$ cat config.mk
export PLATFORM = sky130hd
export DESIGN_NAME = overpressure_fail_open_guard
export DESIGN_NICKNAME = d
export VERILOG_FILES = /design/src/rtl/core/ofg_pkg.sv /design/src/rtl/core/overpressure_fail_open_guard.sv /design/src/rtl/core/ofg_cfg_regs.sv /design/src/rtl/core/ofg_step.sv
export SDC_FILE = /design/constraint.sdc
export NUM_CORES = 1
export LEC_CHECK = 0
export BUFFER_PORTS_ARGS = -buffer_cell sky130_fd_sc_hd__buf_2
export CORE_UTILIZATION = 25
export DETAILED_ROUTE_END_ITERATION = 8
export GPL_ROUTABILITY_DRIVEN = 0
export GPL_TIMING_DRIVEN = 1
export SLEW_MARGIN = 20
export SYNTH_ARGS = -nofsm -noshare
export SYNTH_HDL_FRONTEND = slang
export SYNTH_SLANG_ARGS = --single-unit
$ cat constraint.sdc
create_clock -name clk_i -period 10.7 [get_ports clk_i]
set_input_delay 1.07 -clock clk_i [delete_from_list [all_inputs] [get_ports clk_i]]
set_output_delay 1.07 -clock clk_i [all_outputs]
set_load 0.02 [all_outputs]
$ cat src/rtl/core/ofg_pkg.sv
// Shared types, codes and reset constants of the overpressure fail-open guard.
package ofg_pkg;

  // Width of the trip and clear confirmation counters (4 to 16).
  localparam int CountBits = 8;
  // Width at which a counter is compared against its 8-bit confirm setting.
  localparam int CmpBits = (CountBits > 8) ? CountBits : 8;

  localparam int AddrBits = 5;
  localparam int DataBits = 32;

  typedef logic [CountBits-1:0] ofg_cnt_t;
  typedef logic [CmpBits-1:0]   ofg_cmp_t;

  localparam ofg_cnt_t CountMax = {CountBits{1'b1}};

  // Register reset values.
  localparam logic [15:0] TripThresholdRst  = 16'd150;
  localparam logic [15:0] ClearHystRst      = 16'd30;
  localparam logic        AutoClearRst      = 1'b1;
  localparam logic [7:0]  TripConfirmRst    = 8'd2;
  localparam logic [7:0]  ClearConfirmRst   = 8'd3;
  localparam logic [15:0] ArmLevelRst       = 16'd15;
  localparam logic [15:0] IdleLevelRst      = 16'd5;
  localparam logic [31:0] DisarmTimeRst     = 32'd60000;

  // Fault codes.
  localparam logic [1:0] FaultNone   = 2'd0;
  localparam logic [1:0] FaultSensor = 2'd3;

  // Reported guard state codes.
  localparam logic [1:0] GuardIdle    = 2'd0;
  localparam logic [1:0] GuardArmed   = 2'd1;
  localparam logic [1:0] GuardTripped = 2'd2;

  // Sampling cadence classes.
  localparam logic [1:0] CadenceBase   = 2'd0;
  localparam logic [1:0] CadenceSlow   = 2'd1;
  localparam logic [1:0] CadenceActive = 2'd2;

  typedef enum logic [1:0] {
    OpSample      = 2'd0,
    OpSensorFault = 2'd1,
    OpMotorFault  = 2'd2,
    OpManualClear = 2'd3
  } ofg_op_e;

  typedef enum logic [2:0] {
    RegTripThreshold = 3'd0,
    RegClearHyst     = 3'd1,
    RegAutoClear     = 3'd2,
    RegTripConfirm   = 3'd3,
    RegClearConfirm  = 3'd4,
    RegArmLevel      = 3'd5,
    RegIdleLevel     = 3'd6,
    RegDisarmTime    = 3'd7
  } ofg_reg_e;

  typedef enum logic [2:0] {
    ModeIdle    = 3'b001,
    ModeArmed   = 3'b010,
    ModeTripped = 3'b100
  } ofg_mode_e;

  typedef struct packed {
    logic [15:0] trip_threshold;
    logic [15:0] clear_hysteresis;
    logic        auto_clear;
    logic [7:0]  trip_confirm;
    logic [7:0]  clear_confirm;
    logic [15:0] arm_level;
    logic [15:0] idle_level;
    logic [31:0] disarm_time_ms;
  } ofg_cfg_t;

  typedef struct packed {
    ofg_op_e     opcode;
    logic [15:0] pressure;
    logic [31:0] time_ms;
    logic [1:0]  motor_fault;
  } ofg_item_t;

  typedef struct packed {
    ofg_mode_e   mode;
    logic        tripped;
    logic        latched;
    ofg_cnt_t    over_count;
    ofg_cnt_t    under_count;
    logic        low_seen;
    logic [31:0] low_start_ms;
    logic [15:0] last_trip_level;
    logic [1:0]  fault;
    logic        armed_once;
  } ofg_state_t;

  typedef struct packed {
    logic        open_req;
    logic        resume_req;
    logic        trip_toggled;
    logic        fault_toggled;
    logic        is_tripped;
    logic [1:0]  guard_state;
    logic [1:0]  fault_now;
    logic [1:0]  cadence_class;
    logic [15:0] trip_pressure;
  } ofg_result_t;

endpackage

$ cat src/rtl/core/overpressure_fail_open_guard.sv
// A beat is held in the input register and its result in the output register.
// Throughput: one beat per cycle while out_ready_i is high; the input register, the step
// logic and the output register form a two-stage pipe, and guard state updates as a beat
// leaves the input stage. Reset (rst_ni low, asynchronous) empties both stages, returns the
// guard to idle with cleared counters and fault code, and loads the register defaults.
module overpressure_fail_open_guard (
  input  logic                         clk_i,
  input  logic                         rst_ni,
  input  logic                         psel,
  input  logic                         penable,
  input  logic                         pwrite,
  input  logic [ofg_pkg::AddrBits-1:0] paddr,
  input  logic [ofg_pkg::DataBits-1:0] pwdata,
  output logic [ofg_pkg::DataBits-1:0] prdata,
  output logic                         pready,
  input  logic                         in_valid_i,
  output logic                         in_ready_o,
  input  logic [1:0]                   opcode_i,
  input  logic [15:0]                  pressure_i,
  input  logic [31:0]                  time_ms_i,
  input  logic [1:0]                   motor_fault_i,
  output logic                         out_valid_o,
  input  logic                         out_ready_i,
  output logic                         open_req_o,
  output logic                         resume_req_o,
  output logic                         trip_toggled_o,
  output logic                         fault_toggled_o,
  output logic                         is_tripped_o,
  output logic [1:0]                   guard_state_o,
  output logic [1:0]                   fault_now_o,
  output logic [1:0]                   cadence_class_o,
  output logic [15:0]                  trip_pressure_o
);

  ofg_pkg::ofg_cfg_t    cfg;
  ofg_pkg::ofg_item_t   item_q;
  ofg_pkg::ofg_state_t  state_q, state_d;
  ofg_pkg::ofg_result_t res_q, res_d;
  logic                 in_valid_q, out_valid_q;
  logic                 in_take, advance;

  ofg_cfg_regs u_cfg (
    .clk_i   (clk_i),
    .rst_ni  (rst_ni),
    .psel    (psel),
    .penable (penable),
    .pwrite  (pwrite),
    .paddr   (paddr),
    .pwdata  (pwdata),
    .prdata  (prdata),
    .pready  (pready),
    .cfg_o   (cfg)
  );

  ofg_step u_step (
    .cfg_i    (cfg),
    .state_i  (state_q),
    .item_i   (item_q),
    .state_o  (state_d),
    .result_o (res_d)
  );

  // A beat moves on when the output register is empty or being drained.
  assign advance    = in_valid_q & (~out_valid_q | out_ready_i);
  assign in_ready_o = ~in_valid_q | advance;
  assign in_take    = in_valid_i & in_ready_o;

  always_ff @(posedge clk_i or negedge rst_ni) begin
    if (!rst_ni) begin
      in_valid_q  <= 1'b0;
      out_valid_q <= 1'b0;
    end else begin
      if (in_ready_o) begin
        in_valid_q <= in_valid_i;
      end
      if (advance) begin
        out_valid_q <= 1'b1;
      end else if (out_ready_i) begin
        out_valid_q <= 1'b0;
      end
    end
  end

  always_ff @(posedge clk_i or negedge rst_ni) begin
    if (!rst_ni) begin
      state_q.mode            <= ofg_pkg::ModeIdle;
      state_q.tripped         <= 1'b0;
      state_q.latched         <= 1'b0;
      state_q.over_count      <= '0;
      state_q.under_count     <= '0;
      state_q.low_seen        <= 1'b0;
      state_q.low_start_ms    <= '0;
      state_q.last_trip_level <= '0;
      state_q.fault           <= ofg_pkg::FaultNone;
      state_q.armed_once      <= 1'b0;
    end else if (advance) begin
      state_q <= state_d;
    end
  end

  always_ff @(posedge clk_i) begin
    if (in_take) begin
      item_q.opcode      <= ofg_pkg::ofg_op_e'(opcode_i);
      item_q.pressure    <= pressure_i;
      item_q.time_ms     <= time_ms_i;
      item_q.motor_fault <= motor_fault_i;
    end
    if (advance) begin
      res_q <= res_d;
    end
  end

  assign out_valid_o     = out_valid_q;
  assign open_req_o      = res_q.open_req;
  assign resume_req_o    = res_q.resume_req;
  assign trip_toggled_o  = res_q.trip_toggled;
  assign fault_toggled_o = res_q.fault_toggled;
  assign is_tripped_o    = res_q.is_tripped;
  assign guard_state_o   = res_q.guard_state;
  assign fault_now_o     = res_q.fault_now;
  assign cadence_class_o = res_q.cadence_class;
  assign trip_pressure_o = res_q.trip_pressure;

  // The tripped flag and the tripped mode always move together.
  a_trip_flag_matches_mode: assert property (@(posedge clk_i) disable iff (!rst_ni)
    state_q.tripped == (state_q.mode == ofg_pkg::ModeTripped))
    else $error("tripped flag and mode disagree");

  // A resume request always comes with a tripped-to-clear transition.
  a_resume_clears: assert property (@(posedge clk_i) disable iff (!rst_ni)
    out_valid_o && resume_req_o |-> !is_tripped_o && trip_toggled_o)
    else $error("resume without leaving the tripped state");

  // An open request always leaves the guard tripped.
  a_open_trips: assert property (@(posedge clk_i) disable iff (!rst_ni)
    out_valid_o && open_req_o |->
      is_tripped_o && guard_state_o == ofg_pkg::GuardTripped)
    else $error("open request while not tripped");

  // With an empty output register, the input side never stalls.
  a_no_false_stall: assert property (@(posedge clk_i) disable iff (!rst_ni)
    !out_valid_q |-> in_ready_o)
    else $error("input stalled with an empty output register");

endmodule

$ cat src/rtl/core/ofg_cfg_regs.sv
// APB-style configuration register file of the guard.
module ofg_cfg_regs (
  input  logic                         clk_i,
  input  logic                         rst_ni,
  input  logic                         psel,
  input  logic                         penable,
  input  logic                         pwrite,
  input  logic [ofg_pkg::AddrBits-1:0] paddr,
  input  logic [ofg_pkg::DataBits-1:0] pwdata,
  output logic [ofg_pkg::DataBits-1:0] prdata,
  output logic                         pready,
  output ofg_pkg::ofg_cfg_t            cfg_o
);

  ofg_pkg::ofg_cfg_t cfg_q, cfg_d;
  ofg_pkg::ofg_reg_e reg_sel;
  logic              wr_en;

  assign pready  = 1'b1;
  assign reg_sel = ofg_pkg::ofg_reg_e'(paddr[ofg_pkg::AddrBits-1:2]);
  assign wr_en   = psel & penable & pwrite & pready;

  always_comb begin
    cfg_d = cfg_q;
    if (wr_en) begin
      case (reg_sel)
        ofg_pkg::RegTripThreshold: cfg_d.trip_threshold   = pwdata[15:0];
        ofg_pkg::RegClearHyst:     cfg_d.clear_hysteresis = pwdata[15:0];
        ofg_pkg::RegAutoClear:     cfg_d.auto_clear       = pwdata[0];
        ofg_pkg::RegTripConfirm:   cfg_d.trip_confirm     = pwdata[7:0];
        ofg_pkg::RegClearConfirm:  cfg_d.clear_confirm    = pwdata[7:0];
        ofg_pkg::RegArmLevel:      cfg_d.arm_level        = pwdata[15:0];
        ofg_pkg::RegIdleLevel:     cfg_d.idle_level       = pwdata[15:0];
        ofg_pkg::RegDisarmTime:    cfg_d.disarm_time_ms   = pwdata[31:0];
        default: ;
      endcase
    end
  end

  always_comb begin
    case (reg_sel)
      ofg_pkg::RegTripThreshold: prdata = {16'd0, cfg_q.trip_threshold};
      ofg_pkg::RegClearHyst:     prdata = {16'd0, cfg_q.clear_hysteresis};
      ofg_pkg::RegAutoClear:     prdata = {31'd0, cfg_q.auto_clear};
      ofg_pkg::RegTripConfirm:   prdata = {24'd0, cfg_q.trip_confirm};
      ofg_pkg::RegClearConfirm:  prdata = {24'd0, cfg_q.clear_confirm};
      ofg_pkg::RegArmLevel:      prdata = {16'd0, cfg_q.arm_level};
      ofg_pkg::RegIdleLevel:     prdata = {16'd0, cfg_q.idle_level};
      ofg_pkg::RegDisarmTime:    prdata = cfg_q.disarm_time_ms;
      default:                   prdata = '0;
    endcase
  end

  always_ff @(posedge clk_i or negedge rst_ni) begin
    if (!rst_ni) begin
      cfg_q.trip_threshold   <= ofg_pkg::TripThresholdRst;
      cfg_q.clear_hysteresis <= ofg_pkg::ClearHystRst;
      cfg_q.auto_clear       <= ofg_pkg::AutoClearRst;
      cfg_q.trip_confirm     <= ofg_pkg::TripConfirmRst;
      cfg_q.clear_confirm    <= ofg_pkg::ClearConfirmRst;
      cfg_q.arm_level        <= ofg_pkg::ArmLevelRst;
      cfg_q.idle_level       <= ofg_pkg::IdleLevelRst;
      cfg_q.disarm_time_ms   <= ofg_pkg::DisarmTimeRst;
    end else begin
      cfg_q <= cfg_d;
    end
  end

  assign cfg_o = cfg_q;

endmodule

$ cat src/rtl/core/ofg_step.sv
// Next-state and result logic for one beat of the guard.
module ofg_step (
  input  ofg_pkg::ofg_cfg_t    cfg_i,
  input  ofg_pkg::ofg_state_t  state_i,
  input  ofg_pkg::ofg_item_t   item_i,
  output ofg_pkg::ofg_state_t  state_o,
  output ofg_pkg::ofg_result_t result_o
);

  ofg_pkg::ofg_state_t s;
  logic        opn, res, tchg, fchg, handle;
  logic [15:0] clear_lvl;
  logic [31:0] elapsed;
  logic [1:0]  gstate;
  logic [1:0]  cad;

  assign clear_lvl = (cfg_i.clear_hysteresis >= cfg_i.trip_threshold) ? 16'd0
                   : cfg_i.trip_threshold - cfg_i.clear_hysteresis;
  assign elapsed   = item_i.time_ms - state_i.low_start_ms;

  always_comb begin
    s      = state_i;
    opn    = 1'b0;
    res    = 1'b0;
    tchg   = 1'b0;
    fchg   = 1'b0;
    handle = 1'b1;
    case (item_i.opcode)
      ofg_pkg::OpSample: begin
        // A good sample clears a pending sensor fault.
        if (s.fault == ofg_pkg::FaultSensor) begin
          s.fault = ofg_pkg::FaultNone;
          fchg    = 1'b1;
        end
        if (s.mode == ofg_pkg::ModeTripped) begin
          if (!s.latched) begin
            if (item_i.pressure < clear_lvl) begin
              if (s.under_count != ofg_pkg::CountMax) begin
                s.under_count = s.under_count + 1'b1;
              end
              if (ofg_pkg::ofg_cmp_t'(s.under_count) >=
                  ofg_pkg::ofg_cmp_t'(cfg_i.clear_confirm)) begin
                s.under_count = '0;
                if (cfg_i.auto_clear) begin
                  s.tripped  = 1'b0;
                  tchg       = 1'b1;
                  res        = 1'b1;
                  s.low_seen = 1'b0;
                  s.mode     = (item_i.pressure >= cfg_i.arm_level) ?
                               ofg_pkg::ModeArmed : ofg_pkg::ModeIdle;
                end else begin
                  s.latched = 1'b1;
                end
              end
            end else begin
              s.under_count = '0;
            end
          end
        end else begin
          if (s.mode != ofg_pkg::ModeArmed) begin
            // The arming sample goes on to be handled as an armed sample.
            if (item_i.pressure >= cfg_i.arm_level) begin
              s.mode       = ofg_pkg::ModeArmed;
              s.armed_once = 1'b1;
              s.over_count = '0;
              s.low_seen   = 1'b0;
            end else begin
              s.mode = ofg_pkg::ModeIdle;
              handle = 1'b0;
            end
          end
          if (handle) begin
            if (item_i.pressure > cfg_i.trip_threshold) begin
              if (s.over_count != ofg_pkg::CountMax) begin
                s.over_count = s.over_count + 1'b1;
              end
              if (ofg_pkg::ofg_cmp_t'(s.over_count) >=
                  ofg_pkg::ofg_cmp_t'(cfg_i.trip_confirm)) begin
                s.mode            = ofg_pkg::ModeTripped;
                s.latched         = 1'b0;
                s.over_count      = '0;
                s.under_count     = '0;
                s.last_trip_level = item_i.pressure;
                if (!s.tripped) begin
                  s.tripped = 1'b1;
                  tchg      = 1'b1;
                end
                opn = 1'b1;
              end
            end else begin
              s.over_count = '0;
              if (item_i.pressure <= cfg_i.idle_level) begin
                if (!s.low_seen) begin
                  s.low_seen     = 1'b1;
                  s.low_start_ms = item_i.time_ms;
                end else if (elapsed >= cfg_i.disarm_time_ms) begin
                  s.mode       = ofg_pkg::ModeIdle;
                  s.over_count = '0;
                end
              end else begin
                s.low_seen = 1'b0;
              end
            end
          end
        end
      end
      ofg_pkg::OpSensorFault: begin
        if (s.fault != ofg_pkg::FaultSensor) begin
          s.fault = ofg_pkg::FaultSensor;
          fchg    = 1'b1;
        end
        if (!s.tripped) begin
          s.tripped     = 1'b1;
          tchg          = 1'b1;
          opn           = 1'b1;
          s.mode        = ofg_pkg::ModeTripped;
          s.latched     = 1'b0;
          s.over_count  = '0;
          s.under_count = '0;
        end
      end
      ofg_pkg::OpMotorFault: begin
        if (s.fault != item_i.motor_fault) begin
          s.fault = item_i.motor_fault;
          fchg    = 1'b1;
        end
      end
      ofg_pkg::OpManualClear: begin
        if (s.tripped) begin
          s.tripped     = 1'b0;
          s.latched     = 1'b0;
          s.under_count = '0;
          s.over_count  = '0;
          s.mode        = ofg_pkg::ModeIdle;
          tchg          = 1'b1;
          res           = 1'b1;
        end
      end
      default: ;
    endcase
  end

  always_comb begin
    case (s.mode)
      ofg_pkg::ModeArmed: begin
        gstate = ofg_pkg::GuardArmed;
        cad    = ofg_pkg::CadenceActive;
      end
      ofg_pkg::ModeTripped: begin
        gstate = ofg_pkg::GuardTripped;
        cad    = ofg_pkg::CadenceActive;
      end
      default: begin
        gstate = ofg_pkg::GuardIdle;
        cad    = s.armed_once ? ofg_pkg::CadenceSlow : ofg_pkg::CadenceBase;
      end
    endcase
  end

  assign state_o                = s;
  assign result_o.open_req      = opn;
  assign result_o.resume_req    = res;
  assign result_o.trip_toggled  = tchg;
  assign result_o.fault_toggled = fchg;
  assign result_o.is_tripped    = s.tripped;
  assign result_o.guard_state   = gstate;
  assign result_o.fault_now     = s.fault;
  assign result_o.cadence_class = cad;
  assign result_o.trip_pressure = s.last_trip_level;

endmodule
Yosys cells after proc, flatten, opt, wreduce, memory -nomap -nowiden --
Index checks and enable logic that the tools add are counted.
Operators by class: add/subtract/negate cells 4, magnitude comparators 8, eq/ne operators 31, multiplexer cells 100, bitwise gates (word level) 10, reduce and logical (&&, ||, !) cells 18
Operators by type and width (count):
- $pmux W32 S8 | 1
- $mux W33 | 6
- $mux W8 | 18
- $mux W21 | 4
- $mux W16 | 5
- $mux W70 | 1
- $mux W32 | 2
- $pmux W21 S3 | 1
- $mux W1 | 37
- $ge A16 B16 Y1 | 2
- $ge A32 B32 Y1 | 1
- $sub A32 B32 Y32 | 1
- $mux W9 | 3
- $mux W5 | 4
- $eq A3 B3 Y1 const B | 6
- $mux W3 | 6
- $add A8 B1 Y8 const B | 2
- $ge A8 B8 Y1 | 2
- $gt A16 B16 Y1 | 1
- $le A16 B16 Y1 | 1
- $lt A16 B16 Y1 | 1
- $ne A2 B2 Y1 const B | 8
- $ne A8 B8 Y1 const B | 2
- $reduce_and A2 Y1 | 8
- 28 further kinds | 48
Word-level totals: register bits 267, input bits 96, output and inout bits 62, word-level logic and storage cells 204

Longest topological paths before layout --
depth after elaboration 20, gate-level depth with buffers 26, mapped depth without buffers 25

Modules after synthesis --
Synthesis repeated with hierarchy kept, for this count alone.
Second synthesis, totals: cell total of the unflattened synthesis 1631, area, all modules 17724.5 um^2
By module, submodules not included:
- ofg_step | times used 1, cells each 986, area each 6964.2 um^2, sequential area each 0.0 um^2
- overpressure_fail_open_guard | times used 1, cells each 242, area each 5484.0 um^2, sequential area each 4250.3 um^2
- ofg_cfg_regs | times used 1, cells each 403, area each 5276.3 um^2, sequential area each 2859.0 um^2

Least setup slack after synthesis --
OpenSTA, ideal clock, no wires.
path type flip-flop to flip-flop, start reg u_cfg.cfg_q, in the netlist u_cfg.cfg_o[50], end reg res_q, in the netlist cadence_class_o[0], data pin, setup time 0.255 ns, data arrival time 4.897 ns, required time 10.445 ns, slack 5.548 ns, stages on the path, launching flop included 26, buffers on the path 2, cell sequence dfstp_2 -> inv_1 -> ha_1 -> a211oi_2 -> o21ai_1 -> a2111o_1 -> a21o_1 -> nor2b_1 -> clkbuf_1 -> nor2b_1 -> ha_1 -> and3_1 -> nand3_1 -> nor2_1 -> mux2_2 -> ha_1 -> o21ai_0 -> a21oi_1 -> o21a_1 -> and4_1 -> buf_6 -> a21o_4 -> a221oi_4 -> nand2_1 -> a21oi_2 -> nor2_1
Between the ends: longest elaborated chain between the ends 20, elaborated cells on any way between the ends 45, classes of those cells 1 x add/sub; 2 x order compare; 3 x eq/ne; 38 x mux; 1 x reduce/logical
Ends and longest elaborated chain:
- start: declaration | line ofg_cfg_regs.sv:15 | ofg_pkg::ofg_cfg_t cfg_q, cfg_d;
- start signal: assignment | line ofg_cfg_regs.sv:65 | cfg_q <= cfg_d;
- $ge A16 B16 Y1 (*) | line ofg_step.sv:49, ofg_step.sv:62
- $mux W8 | line ofg_step.sv:62 | if (item_i.pressure >= cfg_i.arm_level) begin
- $mux W8 | line ofg_step.sv:60 | if (s.mode != ofg_pkg::ModeArmed) begin
- $mux W8 | line ofg_step.sv:35 | if (s.mode == ofg_pkg::ModeTripped) begin
- $mux W8 | line ofg_step.sv:28 | case (item_i.opcode)
- $add A8 B1 Y8 or $ne A8 B8 Y1 (tied branches) | line ofg_step.sv:75, ofg_step.sv:74
- $mux W8 | line ofg_step.sv:74 | if (s.over_count != ofg_pkg::CountMax) begin
- $mux W8 | line ofg_step.sv:73 | if (item_i.pressure > cfg_i.trip_threshold) begin
- [... 4 more ...]
- $mux W21 | line ofg_step.sv:77 | if (ofg_pkg::ofg_cmp_t'(s.over_count) >=
- $mux W21 | line ofg_step.sv:28
- $mux W3 | line ofg_step.sv:73
- $mux W70 | line ofg_step.sv:72 | if (handle) begin
- $mux W5 | line ofg_step.sv:35
- $pmux W21 S3 | line ofg_step.sv:28
- $eq A3 B2 Y1 or $eq A3 B3 Y1 (tied branches) | line ofg_step.sv:144 | case (s.mode)
- $reduce_or A2 Y1 (no line)
- end signal: assignment | line overpressure_fail_open_guard.sv:109 | res_q <= res_d;
- end: declaration | line overpressure_fail_open_guard.sv:38 | ofg_pkg::ofg_result_t res_q, res_d;
Mark *: on every way between the ends. The rest lies on a longest branch, timed or not. The select of a mux whose other input is x is not followed. A chain may end at the register's enable or synchronous reset.

Worst setup path in the final report --
start reg item_q[39] (netlist bit), end reg res_q, in the netlist cadence_class_o[0], data pin
Between the ends: longest elaborated chain between the ends 20, elaborated cells on any way between the ends 48, classes of those cells 1 x add/sub; 5 x order compare; 3 x eq/ne; 38 x mux; 1 x reduce/logical
Ends and longest elaborated chain:
- start: declaration | line overpressure_fail_open_guard.sv:36 | ofg_pkg::ofg_item_t item_q;
- $ge A16 B16 Y1 | line ofg_step.sv:49, ofg_step.sv:62
- $mux W8 | line ofg_step.sv:62
- $mux W8 | line ofg_step.sv:60
- $mux W8 | line ofg_step.sv:35
- $mux W8 | line ofg_step.sv:28
- $add A8 B1 Y8 or $ne A8 B8 Y1 (tied branches) | line ofg_step.sv:75, ofg_step.sv:74
- $mux W8 | line ofg_step.sv:74
- $mux W8 | line ofg_step.sv:73
- [... 4 more ...]
- $mux W21 | line ofg_step.sv:77
- $mux W21 | line ofg_step.sv:28
- $mux W3 | line ofg_step.sv:73
- $mux W70 | line ofg_step.sv:72
- $mux W5 | line ofg_step.sv:35
- $pmux W21 S3 | line ofg_step.sv:28
- $eq A3 B2 Y1 or $eq A3 B3 Y1 (tied branches) | line ofg_step.sv:144
- $reduce_or A2 Y1 (no line)
Several ways; a longest one is shown, not always the timed one. The select of a mux whose other input is x is not followed.

==> flow_summary_export.csv <==
group,metric,value,unit
clock_network,cts.path.max_buffers,3,
synthesis,number_of_synthesized_flops_with_an_enable_pin,79,
detailed_routing,drt.antenna.violating_nets,0,
power_and_ir_drop,p_leak,8.67,nW
synthesis,mappedNetlistNets,1963,
finish,antenna_cells_inserted,0,
clock_network,htree_num_levels,1,
floorplanning,floorplan.rows,93,
power_and_ir_drop,vdd_ir_drop_max,137,uV
global_route,grt.met1_usage,17.2,%
critical_path,critical_path.reg2reg.startpoint,"item_q[39]",
synthesis,synth_top_area_share,24.8,%
clock_network,worstSkewPairLatency,0.57,ns
global_route,largest_net_degree_at_the_start_of_global_routing,115,
detailed_routing,drt_drc_violations_left,0,
timing,final.setup.tns,0,ns
global_route,global_route.usage.met2,22.9,%
global_route,grt_antenna_before_repair,7,
timing,max_clock_freq,159,MHz
synthesis,synth_top_flop_cell,"dfrtp_1",
timing,period_share,58.7,%
critical_path,cp.arrival,6.60,ns
critical_path,rrSetupSlack,4.42,ns
timing,worst-slew-pin-transition,1.10,ns
timing,setup_viol,0,
timing,final.hold.worst_slack,0.420,ns
synthesis,ys_async_sr_fraction,70.4,%
clock_network,ctsRootBufferMaster,"clkbuf_16",
clock_network,tritoncts.num_buffers,30,
detailed_routing,drtPass1Iterations,5,
timing,slew-limit-headroom,26.4,%
finish,final_non_filler_cell_area,0.0190,mm2
clock_network,cts.reportedPaths.clkPinSlew,0.06,ns
timing,final.setup_skew,0.0159,ns
synthesis,netlist.top_cell.by_area,"dfrtp_1",
detailed_routing,drt-total-wl,45.0,mm
critical_path,path_class,"reg2reg",
critical_path,timing.critical_path.fanout_max,17,
detailed_routing,dr_total_vias,12900,
critical_path,crit_family,"simple AND/OR/NAND/NOR gates",
global_route,overflow,0,
floorplanning,die_height,257,um
flow_run,maxCapViolations,0,
floorplanning,floorplan.core_area,0.0645,mm2
finish,mostFrequentLayoutCells,"207 x nand2_1, 193 x o21ai_0, 172 x inv_1",
timing,period_minus_slack,6.28,ns
clock_network,postCtsHoldBufs,0,
floorplanning,floorplan_die_width,257,um
global_route,groute.usage.overall,13.4,%
critical_path,crit_chain,"ha_1 > a211oi_2 > nor2_1 > a2111o_1 > a21o_1 > nor2b_1 > buf_4 > nor2b_1 > ha_1 > and3_1 > nand3_1 > nor2_1 > mux2_2 > ha_1 > o21ai_0 > a21oi_1 > o21a_1 > and4_1 > a21o_4 > a221oi_4 > or2_2 > a21oi_2 > nor2_1",
synthesis,synth.cell_area,0.0163,mm2
timing,rsz0062_at_grt,"false",
critical_path,reg2regPathDepth,23,
global_route,grt-busiest-layer,"met2",
power_and_ir_drop,power_density,191,mW/mm2
critical_path,crit_slowest_cell,"and4_1",
global_route,grt_pass1_wl,70.8,mm
clock_network,cts_setup_buffers,0,
synthesis,gate_count_after_technology_mapping,1700,
finish,mostFrequentLayoutCell,"nand2_1",
detailed_routing,viasPerCell,4.73,
critical_path,cp.required,11.02,ns
synthesis,ys_types,81,
placed_design,post-dp-hpwl,34.4,mm
floorplanning,initial_core_util,25.3,%
detailed_routing,drt-initial-drc-count,929,
detailed_routing,wire_per_inst,16.5,um
clock_network,tritoncts,"yes",
status,result_of_the_run,"finished, final reports clean",
finish,design.final.nets,2104,
critical_path,regToRegEndpoint,"cadence_class_o[0]",
hold_path,hold_path.class,"in2async",
finish,fill_cell_total_of_the_finished_layout,6774,
synthesis,synth-seq-cells,267,
finish,fraction_of_final_layout_cells_with_drive_strength_greater_than_1,16.8,%
floorplanning,dieArea,0.0663,mm2
critical_path,worstSetupStartpointType,"register",
synthesis,synth-seq-area-share,43.6,%
timing,finalHoldViolations,0,
synthesis,synth.top_cells.by_area,"dfrtp_1 25%, edfxtp_1 15%, ha_1 13%",
synthesis,synth-warning-count,0,
global_route,grt_pass1_vias,12800,
critical_path,critPathMaxStageDelay,0.89,ns
placed_design,io_buffer_count,154,
clock_network,cts_repair_resize_count,0,
floorplanning,pin_count,158,
clock_network,clock_sinks,267,
synthesis,synthesis.area_per_instance,9.60,um2
critical_path,worst-path-buf-inv,1,
placed_design,placement.cell_area,0.0180,mm2
finish,area.growth.synth_to_final,16.6,%
critical_path,worstSetupEndpointType,"register",
global_route,use_met3,2.77,%
timing,slew_viols_final,0,
synthesized netlist by cell type (19+ instances only):
library cell and instances:
nand2_1 207, o21ai_0 193, inv_1 172, ha_1 165, dfrtp_1 162, nor2_1 92, a21oi_1 83, edfxtp_1 79
mux2_2 55, clkbuf_1 47, nand3_1 33, xnor2_1 32, dfstp_2 26, a21o_1 24, and2_1 24, nand4_1 20
nor3_1 19
how the worst max path moves through the flow:
stage | start | end | slack [ns] | cells past startpoint
6_report | item_q[39] | cadence_class_o[0] | 4.42 | 23
5_1_grt | item_q[2] | cadence_class_o[0] | 4.07 | 24
4_1_cts | item_q[39] | cadence_class_o[0] | 4.42 | 23
3_5_place_dp | item_q[39] | cadence_class_o[0] | 4.45 | 23
3_3_place_gp | item_q[39] | cadence_class_o[0] | 4.48 | 23
2_1_floorplan | u_cfg.cfg_o[50] | cadence_class_o[0] | 5.55 | 25
power breakdown:
group / total, mW / leakage [nW] / internal [mW] / switching (mW)
logic: 1.28 / 5.24 / 0.518 / 0.759
registers: 1.34 / 2.95 / 1.24 / 0.0996
clock network: 1.02 / 0.482 / 0.604 / 0.415
total: 3.63 / 8.67 / 2.36 / 1.27
kinds of logic (layout without fill, tap and decap cells):
| family | count (synthesis) | count (layout) | share of synthesized area (%) |
|---|---|---|---|
| DFF | 267 | 267 | 43.6 |
| buffers and inverters | 229 | 394 | 5.41 |
| muxes | 81 | 81 | 5.74 |
| AOI/OAI and AO/OA | 443 | 443 | 16.7 |
| xor gates and xnor gates | 44 | 44 | 2.36 |
| and+or+nand+nor | 468 | 468 | 13.3 |
| adders and majority gates | 167 | 167 | 12.9 |
| other | 1 | 1 | 0.0230 |
flip-flops by register name (all words and copies together), names as in the netlist, 2 cells and up:
| register | flops |
|---|---|
| fault_now_o | 2 |
| item_q | 52 |
| guard_state_o | 2 |
| trip_pressure_o | 16 |
| cadence_class_o | 2 |
| state_q | 73 |
| u_cfg.cfg_o | 113 |
per-layer routing:
metal | share of wire [%] | up-vias
met5 | 0.098 | -
met4 | 2.5 | 8
met3 | 6.2 | 89
met2 | 47 | 336
met1 | 44 | 6155
li1 | - | 6291
through the flow:
step	cells	util [%]	setup slack, ns	power [mW]
floorplan	1700	-	5.55	2.25
global placement	2663	28.0	4.48	2.58
detailed placement	2663	28.0	4.45	2.62
CTS	2719	29.5	4.42	3.67
global route	2720	29.5	4.07	3.89
finish	2720	29.5	4.42	3.63
area by class of cell:
class	count	area (um2)	area share, %
clock buffer	49	915	4.81
clock inverter	7	63.8	0.335
inverter	172	646	3.39
multi-input combinational	1204	8340	43.8
sequential	267	7110	37.4
tap	855	1070	5.62
timing repair buffer	166	890	4.67
No activity file was read; power rests on OpenSTA's default activity.
